## src/gace_pkg.sv

```systemverilog
`default_nettype none
package gace_pkg;

    localparam int NODES      = 32;
    localparam int IDX_W      = 5;
    localparam int ROW_W      = NODES;
    localparam int CNT_W      = 6;
    localparam int DEG_W      = 5;
    localparam int TRI_W      = 9;
    localparam int DEN_W      = 10;
    localparam int REM_W      = DEN_W;
    localparam int COEF_W     = 16;
    localparam int FRAC_W     = 16;
    localparam int DIVD_W     = TRI_W + FRAC_W;
    localparam int DIV_STEPS  = DIVD_W;
    localparam int ACT_W      = 2;
    localparam int S_TDATA_W  = 16;
    localparam int M_TDATA_W  = 40;
    localparam int M_FIELDS_W = CNT_W + DEG_W + TRI_W + COEF_W;

    localparam logic [COEF_W-1:0] COEF_ONE = COEF_W'(32768);

    typedef enum logic [ACT_W-1:0] {
        ACT_CLEAR    = 2'd0,
        ACT_ADD_EDGE = 2'd1,
        ACT_COMMON   = 2'd2,
        ACT_CLUSTER  = 2'd3
    } act_t;

    typedef enum logic [1:0] {
        SEL_A,
        SEL_B,
        SEL_CNT
    } rd_sel_t;

    typedef enum logic [3:0] {
        ST_IDLE,
        ST_DISPATCH,
        ST_CLEAR,
        ST_EA_WR,
        ST_EB_WR,
        ST_CN_RB,
        ST_CN_CALC,
        ST_CC_ROW,
        ST_CC_WALK,
        ST_CC_MUL,
        ST_CC_DIV,
        ST_DONE
    } state_t;

    typedef struct packed {
        logic    capture;
        logic    rd_en;
        rd_sel_t rd_sel;
        logic    clear_all;
        logic    wr_a_edge;
        logic    wr_b_edge;
        logic    latch_row_a;
        logic    calc_common;
        logic    cc_init;
        logic    cc_walk;
        logic    div_init;
        logic    div_step;
        logic    load_out;
    } dp_cmd_t;

    typedef struct packed {
        act_t act;
        logic same_ab;
        logic deg_lt2;
        logic walk_last;
        logic div_last;
        logic out_busy;
    } dp_status_t;

    function automatic logic [CNT_W-1:0] popcount(input logic [ROW_W-1:0] v);
        logic [CNT_W-1:0] c;
        c = '0;
        for (int i = 0; i < ROW_W; i++) begin
            c = c + CNT_W'(v[i]);
        end
        return c;
    endfunction

endpackage
`default_nettype wire

```

## src/gace_ctrl.sv

```systemverilog
`default_nettype none
module gace_ctrl
    import gace_pkg::*;
(
    input  wire logic       aclk,
    input  wire logic       aresetn,
    input  wire logic       s_tvalid,
    output logic            s_tready,
    input  wire dp_status_t status,
    output dp_cmd_t         cmd
);

    state_t state_reg, state_next;

    always_ff @(posedge aclk) begin
        if (!aresetn) begin
            state_reg <= ST_IDLE;
        end else begin
            state_reg <= state_next;
        end
    end

    always_comb begin
        state_next = state_reg;
        unique case (state_reg)
            ST_IDLE: begin
                if (s_tvalid) state_next = ST_DISPATCH;
            end
            ST_DISPATCH: begin
                unique case (status.act)
                    ACT_CLEAR:    state_next = ST_CLEAR;
                    ACT_ADD_EDGE: state_next = ST_EA_WR;
                    ACT_COMMON:   state_next = ST_CN_RB;
                    ACT_CLUSTER:  state_next = ST_CC_ROW;
                    default:      state_next = ST_DONE;
                endcase
            end
            ST_CLEAR:   state_next = ST_DONE;
            ST_EA_WR:   state_next = status.same_ab ? ST_DONE : ST_EB_WR;
            ST_EB_WR:   state_next = ST_DONE;
            ST_CN_RB:   state_next = ST_CN_CALC;
            ST_CN_CALC: state_next = ST_DONE;
            ST_CC_ROW:  state_next = ST_CC_WALK;
            ST_CC_WALK: begin
                if (status.walk_last) state_next = ST_CC_MUL;
            end
            ST_CC_MUL:  state_next = status.deg_lt2 ? ST_DONE : ST_CC_DIV;
            ST_CC_DIV: begin
                if (status.div_last) state_next = ST_DONE;
            end
            ST_DONE: begin
                if (!status.out_busy) state_next = ST_IDLE;
            end
            default:    state_next = ST_IDLE;
        endcase
    end

    always_comb begin
        cmd      = '0;
        cmd.rd_sel = SEL_A;
        s_tready = 1'b0;
        unique case (state_reg)
            ST_IDLE: begin
                s_tready    = 1'b1;
                cmd.capture = s_tvalid;
            end
            ST_DISPATCH: begin
                cmd.rd_en  = 1'b1;
                cmd.rd_sel = SEL_A;
            end
            ST_CLEAR: cmd.clear_all = 1'b1;
            ST_EA_WR: begin
                // write row a while row b is fetched
                cmd.wr_a_edge = 1'b1;
                cmd.rd_en     = 1'b1;
                cmd.rd_sel    = SEL_B;
            end
            ST_EB_WR: cmd.wr_b_edge = 1'b1;
            ST_CN_RB: begin
                cmd.latch_row_a = 1'b1;
                cmd.rd_en       = 1'b1;
                cmd.rd_sel      = SEL_B;
            end
            ST_CN_CALC: cmd.calc_common = 1'b1;
            ST_CC_ROW: begin
                cmd.cc_init = 1'b1;
                cmd.rd_en   = 1'b1;
                cmd.rd_sel  = SEL_CNT;
            end
            ST_CC_WALK: begin
                cmd.cc_walk = 1'b1;
                cmd.rd_en   = 1'b1;
                cmd.rd_sel  = SEL_CNT;
            end
            ST_CC_MUL: cmd.div_init = 1'b1;
            ST_CC_DIV: cmd.div_step = 1'b1;
            ST_DONE:   cmd.load_out = !status.out_busy;
            default: begin
                cmd = '0;
            end
        endcase
    end

endmodule
`default_nettype wire

```

## src/gace_dp.sv

```systemverilog
`default_nettype none
module gace_dp
    import gace_pkg::*;
(
    input  wire logic                 aclk,
    input  wire logic                 aresetn,
    input  wire logic [S_TDATA_W-1:0] s_tdata,
    input  wire logic                 m_tready,
    input  wire dp_cmd_t              cmd,
    output dp_status_t                status,
    output logic                      m_tvalid,
    output logic [M_TDATA_W-1:0]      m_tdata,
    output logic                      m_tuser
);

    logic [ROW_W-1:0] mem [NODES];

    act_t              act_reg, act_next;
    logic [IDX_W-1:0]  a_reg, a_next;
    logic [IDX_W-1:0]  b_reg, b_next;
    logic [NODES-1:0]  valid_reg, valid_next;
    logic [ROW_W-1:0]  rd_data_reg;
    logic [ROW_W-1:0]  row_reg, row_next;
    logic [CNT_W-1:0]  common_reg, common_next;
    logic [DEG_W-1:0]  deg_reg, deg_next;
    logic [TRI_W-1:0]  tri_reg, tri_next;
    logic [CNT_W-1:0]  cnt_reg, cnt_next;
    logic [DEN_W-1:0]  den_reg, den_next;
    logic [REM_W-1:0]  rem_reg, rem_next;
    logic [DIVD_W-1:0] quo_reg, quo_next;
    logic              out_valid_reg, out_valid_next;
    logic [M_FIELDS_W-1:0] out_data_reg, out_data_next;
    logic              out_flag_reg, out_flag_next;

    logic [IDX_W-1:0]  rd_addr;
    logic              wr_en;
    logic [IDX_W-1:0]  wr_addr;
    logic [ROW_W-1:0]  wr_data;
    logic [ROW_W-1:0]  bit_a, bit_b;
    logic [ROW_W-1:0]  above;
    logic [ROW_W-1:0]  own_row;
    logic [CNT_W-1:0]  own_pc;
    logic [CNT_W-1:0]  walk_pc;
    logic [REM_W:0]    rem_sh;
    logic [REM_W:0]    rem_sub;
    logic              deg_lt2;
    logic [COEF_W-1:0] coef_sat;
    logic [CNT_W-1:0]  common_f;
    logic [DEG_W-1:0]  deg_f;
    logic [TRI_W-1:0]  tri_f;
    logic [COEF_W-1:0] coef_f;
    logic              flag_f;

    assign bit_a   = ROW_W'(1) << a_reg;
    assign bit_b   = ROW_W'(1) << b_reg;
    assign deg_lt2 = deg_reg < DEG_W'(2);

    always_comb begin
        unique case (cmd.rd_sel)
            SEL_A:   rd_addr = a_reg;
            SEL_B:   rd_addr = b_reg;
            SEL_CNT: rd_addr = cnt_next[IDX_W-1:0];
            default: rd_addr = a_reg;
        endcase
    end

    always_comb begin
        wr_en   = cmd.wr_a_edge || cmd.wr_b_edge;
        wr_addr = cmd.wr_b_edge ? b_reg : a_reg;
        if (cmd.wr_b_edge) begin
            wr_data = rd_data_reg | bit_a;
        end else if (a_reg == b_reg) begin
            wr_data = rd_data_reg & ~bit_a;
        end else begin
            wr_data = rd_data_reg | bit_b;
        end
    end

    // rows never written since reset or clear read as zero
    always_ff @(posedge aclk) begin
        if (wr_en) begin
            mem[wr_addr] <= wr_data;
        end
        if (cmd.rd_en) begin
            rd_data_reg <= valid_reg[rd_addr] ? mem[rd_addr] : '0;
        end
    end

    always_comb begin
        for (int k = 0; k < ROW_W; k++) begin
            above[k] = CNT_W'(k) > cnt_reg;
        end
    end

    assign own_row = rd_data_reg & ~bit_a;
    assign own_pc  = popcount(own_row);
    assign walk_pc = popcount(row_reg & rd_data_reg & above);
    assign rem_sh  = {rem_reg, quo_reg[DIVD_W-1]};
    assign rem_sub = rem_sh - {1'b0, den_reg};
    assign coef_sat = (quo_reg > DIVD_W'(COEF_ONE)) ? COEF_ONE : quo_reg[COEF_W-1:0];

    always_comb begin
        common_f = '0;
        deg_f    = '0;
        tri_f    = '0;
        coef_f   = '0;
        flag_f   = 1'b0;
        unique case (act_reg)
            ACT_COMMON: common_f = common_reg;
            ACT_CLUSTER: begin
                deg_f  = deg_reg;
                tri_f  = tri_reg;
                coef_f = deg_lt2 ? '0 : coef_sat;
                flag_f = deg_lt2;
            end
            default: begin
                flag_f = 1'b0;
            end
        endcase
    end

    always_comb begin
        act_next       = act_reg;
        a_next         = a_reg;
        b_next         = b_reg;
        valid_next     = valid_reg;
        row_next       = row_reg;
        common_next    = common_reg;
        deg_next       = deg_reg;
        tri_next       = tri_reg;
        cnt_next       = cnt_reg;
        den_next       = den_reg;
        rem_next       = rem_reg;
        quo_next       = quo_reg;
        out_data_next  = out_data_reg;
        out_flag_next  = out_flag_reg;
        out_valid_next = out_valid_reg && !m_tready;

        if (cmd.capture) begin
            act_next = act_t'(s_tdata[ACT_W-1:0]);
            a_next   = s_tdata[ACT_W +: IDX_W];
            b_next   = s_tdata[ACT_W+IDX_W +: IDX_W];
        end
        if (cmd.clear_all) begin
            valid_next = '0;
        end
        if (wr_en) begin
            valid_next[wr_addr] = 1'b1;
        end
        if (cmd.latch_row_a) begin
            row_next = rd_data_reg;
        end
        if (cmd.calc_common) begin
            common_next = (a_reg == b_reg) ? '0 : popcount(row_reg & rd_data_reg);
        end
        if (cmd.cc_init) begin
            row_next = own_row;
            deg_next = own_pc[DEG_W-1:0];
            tri_next = '0;
            cnt_next = '0;
        end
        if (cmd.cc_walk) begin
            // rd_data_reg holds the row of node cnt_reg
            if (row_reg[cnt_reg[IDX_W-1:0]]) begin
                tri_next = tri_reg + TRI_W'(walk_pc);
            end
            cnt_next = cnt_reg + CNT_W'(1);
        end
        if (cmd.div_init) begin
            den_next = DEN_W'(deg_reg) * DEN_W'(deg_reg - DEG_W'(1));
            rem_next = '0;
            quo_next = {tri_reg, {FRAC_W{1'b0}}};
            cnt_next = '0;
        end
        if (cmd.div_step) begin
            // restoring division, one quotient bit per cycle
            if (!rem_sub[REM_W]) begin
                rem_next = rem_sub[REM_W-1:0];
                quo_next = {quo_reg[DIVD_W-2:0], 1'b1};
            end else begin
                rem_next = rem_sh[REM_W-1:0];
                quo_next = {quo_reg[DIVD_W-2:0], 1'b0};
            end
            cnt_next = cnt_reg + CNT_W'(1);
        end
        if (cmd.load_out) begin
            out_valid_next = 1'b1;
            out_data_next  = {coef_f, tri_f, deg_f, common_f};
            out_flag_next  = flag_f;
        end
    end

    always_ff @(posedge aclk) begin
        if (!aresetn) begin
            valid_reg     <= '0;
            out_valid_reg <= 1'b0;
        end else begin
            valid_reg     <= valid_next;
            out_valid_reg <= out_valid_next;
        end
    end

    always_ff @(posedge aclk) begin
        act_reg      <= act_next;
        a_reg        <= a_next;
        b_reg        <= b_next;
        row_reg      <= row_next;
        common_reg   <= common_next;
        deg_reg      <= deg_next;
        tri_reg      <= tri_next;
        cnt_reg      <= cnt_next;
        den_reg      <= den_next;
        rem_reg      <= rem_next;
        quo_reg      <= quo_next;
        out_data_reg <= out_data_next;
        out_flag_reg <= out_flag_next;
    end

    always_comb begin
        status.act       = act_reg;
        status.same_ab   = a_reg == b_reg;
        status.deg_lt2   = deg_lt2;
        status.walk_last = cnt_reg == CNT_W'(NODES - 1);
        status.div_last  = cnt_reg == CNT_W'(DIV_STEPS - 1);
        status.out_busy  = out_valid_reg && !m_tready;
    end

    assign m_tvalid = out_valid_reg;
    assign m_tdata  = M_TDATA_W'(out_data_reg);
    assign m_tuser  = out_flag_reg;

endmodule
`default_nettype wire

```

## src/graph_adjacency_clustering_engine_top.sv

```systemverilog
`default_nettype none
// adjacency-matrix clustering engine over 32 nodes
// input stream: one transaction per action (clear, add edge, common
// neighbours, clustering query); every transaction yields exactly one result
// transaction on the output stream, in order
// the clustering query reads row a, then walks all 32 node rows through
// the single read port of the row memory (one row a cycle), then runs a
// 25-step restoring divider for the Q1.15 coefficient
// one transaction is worked on at a time; s_tready is high once the previous
// one has moved into the output register, so a new transaction is taken
// while a result still waits there, in the cycle after that result is loaded
// when m_tready is low the result holds in the output register and the
// engine waits in its final state until that register frees up
// reset clears the controller, the output valid and all row valid bits, so
// the matrix reads as empty at once; no clearing pass is needed
module graph_adjacency_clustering_engine_top
    import gace_pkg::*;
(
    input  wire logic                 aclk,
    input  wire logic                 aresetn,
    input  wire logic                 s_tvalid,
    output logic                      s_tready,
    // action[1:0], person_a[6:2], person_b[11:7], zero[15:12]
    input  wire logic [S_TDATA_W-1:0] s_tdata,
    output logic                      m_tvalid,
    input  wire logic                 m_tready,
    // common_count[5:0], degree[10:6], triangle_count[19:11],
    // coefficient[35:20], zero[39:36]
    output logic [M_TDATA_W-1:0]      m_tdata,
    // undefined_flag[0]
    output logic                      m_tuser
);

    dp_cmd_t    cmd;
    dp_status_t status;

    gace_ctrl u_ctrl (
        .aclk     (aclk),
        .aresetn  (aresetn),
        .s_tvalid (s_tvalid),
        .s_tready (s_tready),
        .status   (status),
        .cmd      (cmd)
    );

    gace_dp u_dp (
        .aclk     (aclk),
        .aresetn  (aresetn),
        .s_tdata  (s_tdata),
        .m_tready (m_tready),
        .cmd      (cmd),
        .status   (status),
        .m_tvalid (m_tvalid),
        .m_tdata  (m_tdata),
        .m_tuser  (m_tuser)
    );

endmodule
`default_nettype wire

```

## config.mk

```make
export PLATFORM = sky130hd
export DESIGN_NAME = graph_adjacency_clustering_engine_top
export DESIGN_NICKNAME = d
export VERILOG_FILES = /design/src/gace_pkg.sv /design/src/gace_ctrl.sv /design/src/gace_dp.sv /design/src/graph_adjacency_clustering_engine_top.sv
export SDC_FILE = /design/constraint.sdc
export NUM_CORES = 2
export LEC_CHECK = 0
export ABC_AREA = 1
export ABC_CLOCK_PERIOD_IN_PS = 6400
export BUFFER_PORTS_ARGS = -buffer_cell sky130_fd_sc_hd__buf_4
export CAP_MARGIN = 0
export CELL_PAD_IN_SITES_DETAIL_PLACEMENT = 1
export CELL_PAD_IN_SITES_GLOBAL_PLACEMENT = 2
export CORE_UTILIZATION = 38
export DETAILED_ROUTE_END_ITERATION = 7
export GPL_TIMING_DRIVEN = 0
export PLACE_DENSITY_LB_ADDON = 0.1
export SYNTH_ARGS = -nofsm -noshare
export SYNTH_HDL_FRONTEND = slang
export SYNTH_HIERARCHICAL = 1
export SYNTH_SLANG_ARGS = --single-unit
```

## constraint.sdc

```tcl
create_clock -name aclk -period 6.4 [get_ports aclk]
set_clock_uncertainty 0.15 [all_clocks]
set_input_delay 0.32 -clock aclk [delete_from_list [all_inputs] [get_ports aclk]]
set_output_delay 0.32 -clock aclk [all_outputs]
set_load 0.1 [all_outputs]
```

==> summary.txt <==
Floorplan
  – Die span in x: between 300 and 400 microns
  – Core ar.: 154200 sq um
  – IO Pins: 63
  – Die height: between 300 and 400 microns
  – Initial Util: 0.3831
  – # rows: 144
  – Die area: approximately 160000 sq um

Worst hold path
  – Worst Hold Class: primary input to flop
  – Hold path cells: 2

Worst setup path
  – CP Class: flop to flop
  – CP endpoint kind: flop
  – Cell count along the critical path: 23
  – R2R depth: 23
  – Slowest cell delay on critical path: 0.58 ns
  – Slack of the worst reg-to-reg path: 0.03 ns
  – Crit path top cell by count: fa_1
  – Bufs and invs on worst path: 4
  – Startpoint Class: flop
  – Crit path DAT: around 6.9 ns
  – CP Cell Sequence: nor2_2 > inv_2 > or2_2 > o21ai_0 > nand2_1 > fa_1 > fa_1 > fa_1 > fa_1 > fa_1 > inv_2 > fa_2 > fa_2 > inv_2 > fa_2 > o21ai_2 > nand2_1 > inv_2 > nor2_2 > o21bai_1 > xor2_1 > o31ai_1 > nand2_1
  – Data required, critical path: 6.89 ns
  – Critical path's slowest cell: fa_1
  – Delay-heaviest family, CP: adder cells
  – Worst-path fanout max: 3

Detailed routing
  – Number of DRC markers in iteration 0: between 3k and 4k
  – DR WL/cell: approximately 29 microns
  – Via-to-Cell Ratio: roughly 5.5
  – Antenna-violating nets left: 0
  – Via count: between 40k and 50k
  – DRC viols: 32
  – DRT Pass-1 Iters: 7
  – Detailed Route WL: about 240000 microns

Global routing
  – Global route overflow: 0
  – GRT Overall Usage: 0.2989
  – Vias in the first global route: between 40k and 50k
  – Antenna violations before repair: 13
  – Largest net degree at the start of global routing: 36
  – First-pass GRT wire length: about 330000 microns

Placement
  – Post-DP HPWL: 174200 microns
  – Number of port buffers: 54
  – Pre-CTS setup slack: -0.9055 ns
  – Placer Congestion: approximately 0.94

Run status
  – Failing checks: design-rule violations
  – Status: finished with violations

Synth
  – Area leader, netlist: edfxtp_1
  – Mapped Cells: 5706
  – Synthesized area: around 60000 sq um
  – Count of state elements after synthesis: between 1k and 1.5k
  – FFs w/ async S/R, synth: 0
  – Post-synthesis sequential area ratio: 0.6237
  – Number of synthesized flops with an enable pin: roughly 1.2k
  – Synth top area share: 0.6064
  – Mean Syn Cell Area: 10.35 sq um
  – Primary FF master, synth: edfxtp_1
  – Main area contributors after synthesis: edfxtp_1 61%, nand3_1 9.4%, nand2_1 8.7%, inv_1 4.1%, nand3b_1 2.9%
  – Yosys cell types: between 50 and 60
  – Yosys warnings: 6

Run
  – Max-cap viol count: 0

Layout
  – FILL cells: roughly 17k
  – NumNets Final: slightly above 6k
  – Post-layout util: 0.4507
  – Max reg flops: slightly above 1k
  – Share of cells above drive strength 1: 0.1173
  – Area growth syn-to-layout: 17.65%

STA
  – Slew @ Worst Pin: 1.436 ns
  – Fmax: 0.1570 GHz
  – Slew Viols, Final: 0
  – TNS Setup: 0 ns
  – Final min period: around 6.4 ns
  – Final Setup Violations: 0
  – Final-report hold violation count: 0
  – Unrepaired setup endpoints after global routing: true
  – Final worst path period share: 0.9952
  – Setup ws final: a little over 0.03 ns
  – Max-slew headroom: 0.04289

Clocking
  – # H-tree levels: 4
  – Worst-path clk slew: 0.07 ns
  – Total CTS buffers: between 100 and 150
  – Clock latency on the worst-skew pair: 0.78 ns
  – CTS root buf: clkbuf_16
  – CTS Buffer Depth: 3
  – CTS tree: done
  – Clk sinks: around 1.2k
placed cells by master (no fill, tap or decap), types with 6 or more instances in the layout:
cell type,Yosys,layout
buf_6,10,26
nor4_1,7,6
o21ai_0,92,88
inv_2,8,16
ha_1,75,73
nand3_2,1,10
edfxtp_1,1193,1193
clkinvlp_4,0,6
dlygate4sd3_1,0,17
bufinv_16,0,10
dfxtp_1,51,48
fa_1,86,82
inv_1,638,623
nor2_1,260,214
xor2_1,20,20
nand3_1,1106,1097
nand3b_1,231,231
clkinv_2,0,23
clkbuf_1,129,151
a221o_2,0,6
buf_4,27,135
o221ai_4,0,7
buf_2,156,155
nor3_1,24,20
buf_16,0,20
nand2_2,5,9
nand2_1,1367,1363
a21oi_1,101,101
xnor2_1,8,8
nand4_1,19,19
nor2_2,3,8
clkinv_1,2,32
o211ai_1,12,12
buf_12,0,41
buf_1,14,13
clkbuf_16,0,147
a211oi_1,8,8
nor2_4,2,43
a31oi_1,8,7
what timing repair did:
item / in CTS / in global routing
endpoints found under the setup margin: 12 / 5
gates cloned: 0 / 1
hold buffers: 17 / 0
pin swaps: 7 / 17
hold endpoints to repair: 24 / 0
setup buffers: 10 / 21
gates resized for setup: 50 / 40
area by class of cell:
cell class | count | area, sq um | area share
clock inverters | 81 | 795.8 | 0.01145
inverters | 648 | 2460 | 0.03539
clock buffers | 182 | 3819 | 0.05494
repair buffers | 203 | 2552 | 0.03672
multi-input cells | 3481 | 18790 | 0.2703
flip-flops and latches | 1244 | 36850 | 0.5302
plain buffers | 334 | 1680 | 0.02417
diodes | 3 | 7.507 | 0.0001080
well taps | 2044 | 2557 | 0.03679
cells in the mapped netlist, types with 5 or more instances:
master	instances
dfxtp_1	51
ha_1	75
buf_6	10
buf_2	156
nor4_1	7
clkbuf_1	129
inv_2	8
nand3_1	1106
nor2_1	260
xor2_1	20
edfxtp_1	1193
buf_4	27
a221o_1	6
a31oi_1	8
nand3b_1	231
a211oi_1	8
o221ai_1	8
o211ai_1	12
fa_1	86
o21ai_0	92
buf_1	14
nand2_1	1367
a21oi_1	101
nand4_1	19
xnor2_1	8
nor3_1	24
nand2_2	5
inv_1	638
metal layers:
metal	vias to the layer above	global-route usage	wire, microns
li1	20120	-	-
met1	22920	0.4089	102800
met2	1512	0.4765	108400
met3	378	0.04211	13980
met4	2	0.1239	10580
met5	-	0	13
final timing paths:
| check | start | endpoint |
|---|---|---|
| worst max-delay path | u_dp/cnt_reg[5] | u_dp/tri_reg[6] |
| worst min-delay path | s_tdata[5] | u_dp/a_reg[3] |
| worst max register to register | u_dp/cnt_reg[5] | u_dp/tri_reg[6] |
| worst min register to register | u_dp/valid_reg[1] | u_dp/valid_reg[1] |
worst register-to-register path: stages (launching register included):
cell,delay (ns)
edfxtp_1,0.50
nor2_2,0.17
inv_2,0.08
or2_2,0.30
o21ai_0,0.15
nand2_1,0.09
fa_1,0.51
fa_1,0.57
fa_1,0.46
fa_1,0.52
fa_1,0.58
inv_2,0.05
fa_2,0.56
fa_2,0.24
inv_2,0.04
fa_2,0.35
o21ai_2,0.16
nand2_1,0.08
inv_2,0.07
nor2_2,0.03
o21bai_1,0.16
xor2_1,0.12
o31ai_1,0.20
nand2_1,0.08
logic make-up (layout without fill, tap and decap cells):
kind of cell               count (synthesis)  after routing  share of synthesized area
adders and majority gates                161            161                    0.04503
other                                      1              8                 0.00006347
AOI/OAI and AO/OA                        255            255                    0.02463
and+or+nand+nor                         3032           3032                     0.2335
buffers and inverters                    985           1448                    0.06894
DFF                                     1244           1244                     0.6237
xor gates and xnor gates                  28             28                   0.004151
per-stage QoR:
stage / std cells / cell area [sq um] / hold WS [ns]
after floorplan: 5710 / 59100 / 0.2689
after global placement: 7808 / 62060 / 0.3121
after detailed placement: 7909 / 64240 / 0.3268
after global routing: 8217 / 69500 / 0.08534
final: 8220 / 69510 / 0.1156
after CTS: 8196 / 69240 / 0.05750
Power is left out: the tool's default activity adds up to more than one toggle a clock period on the data nets, which glitch-free logic cannot reach.
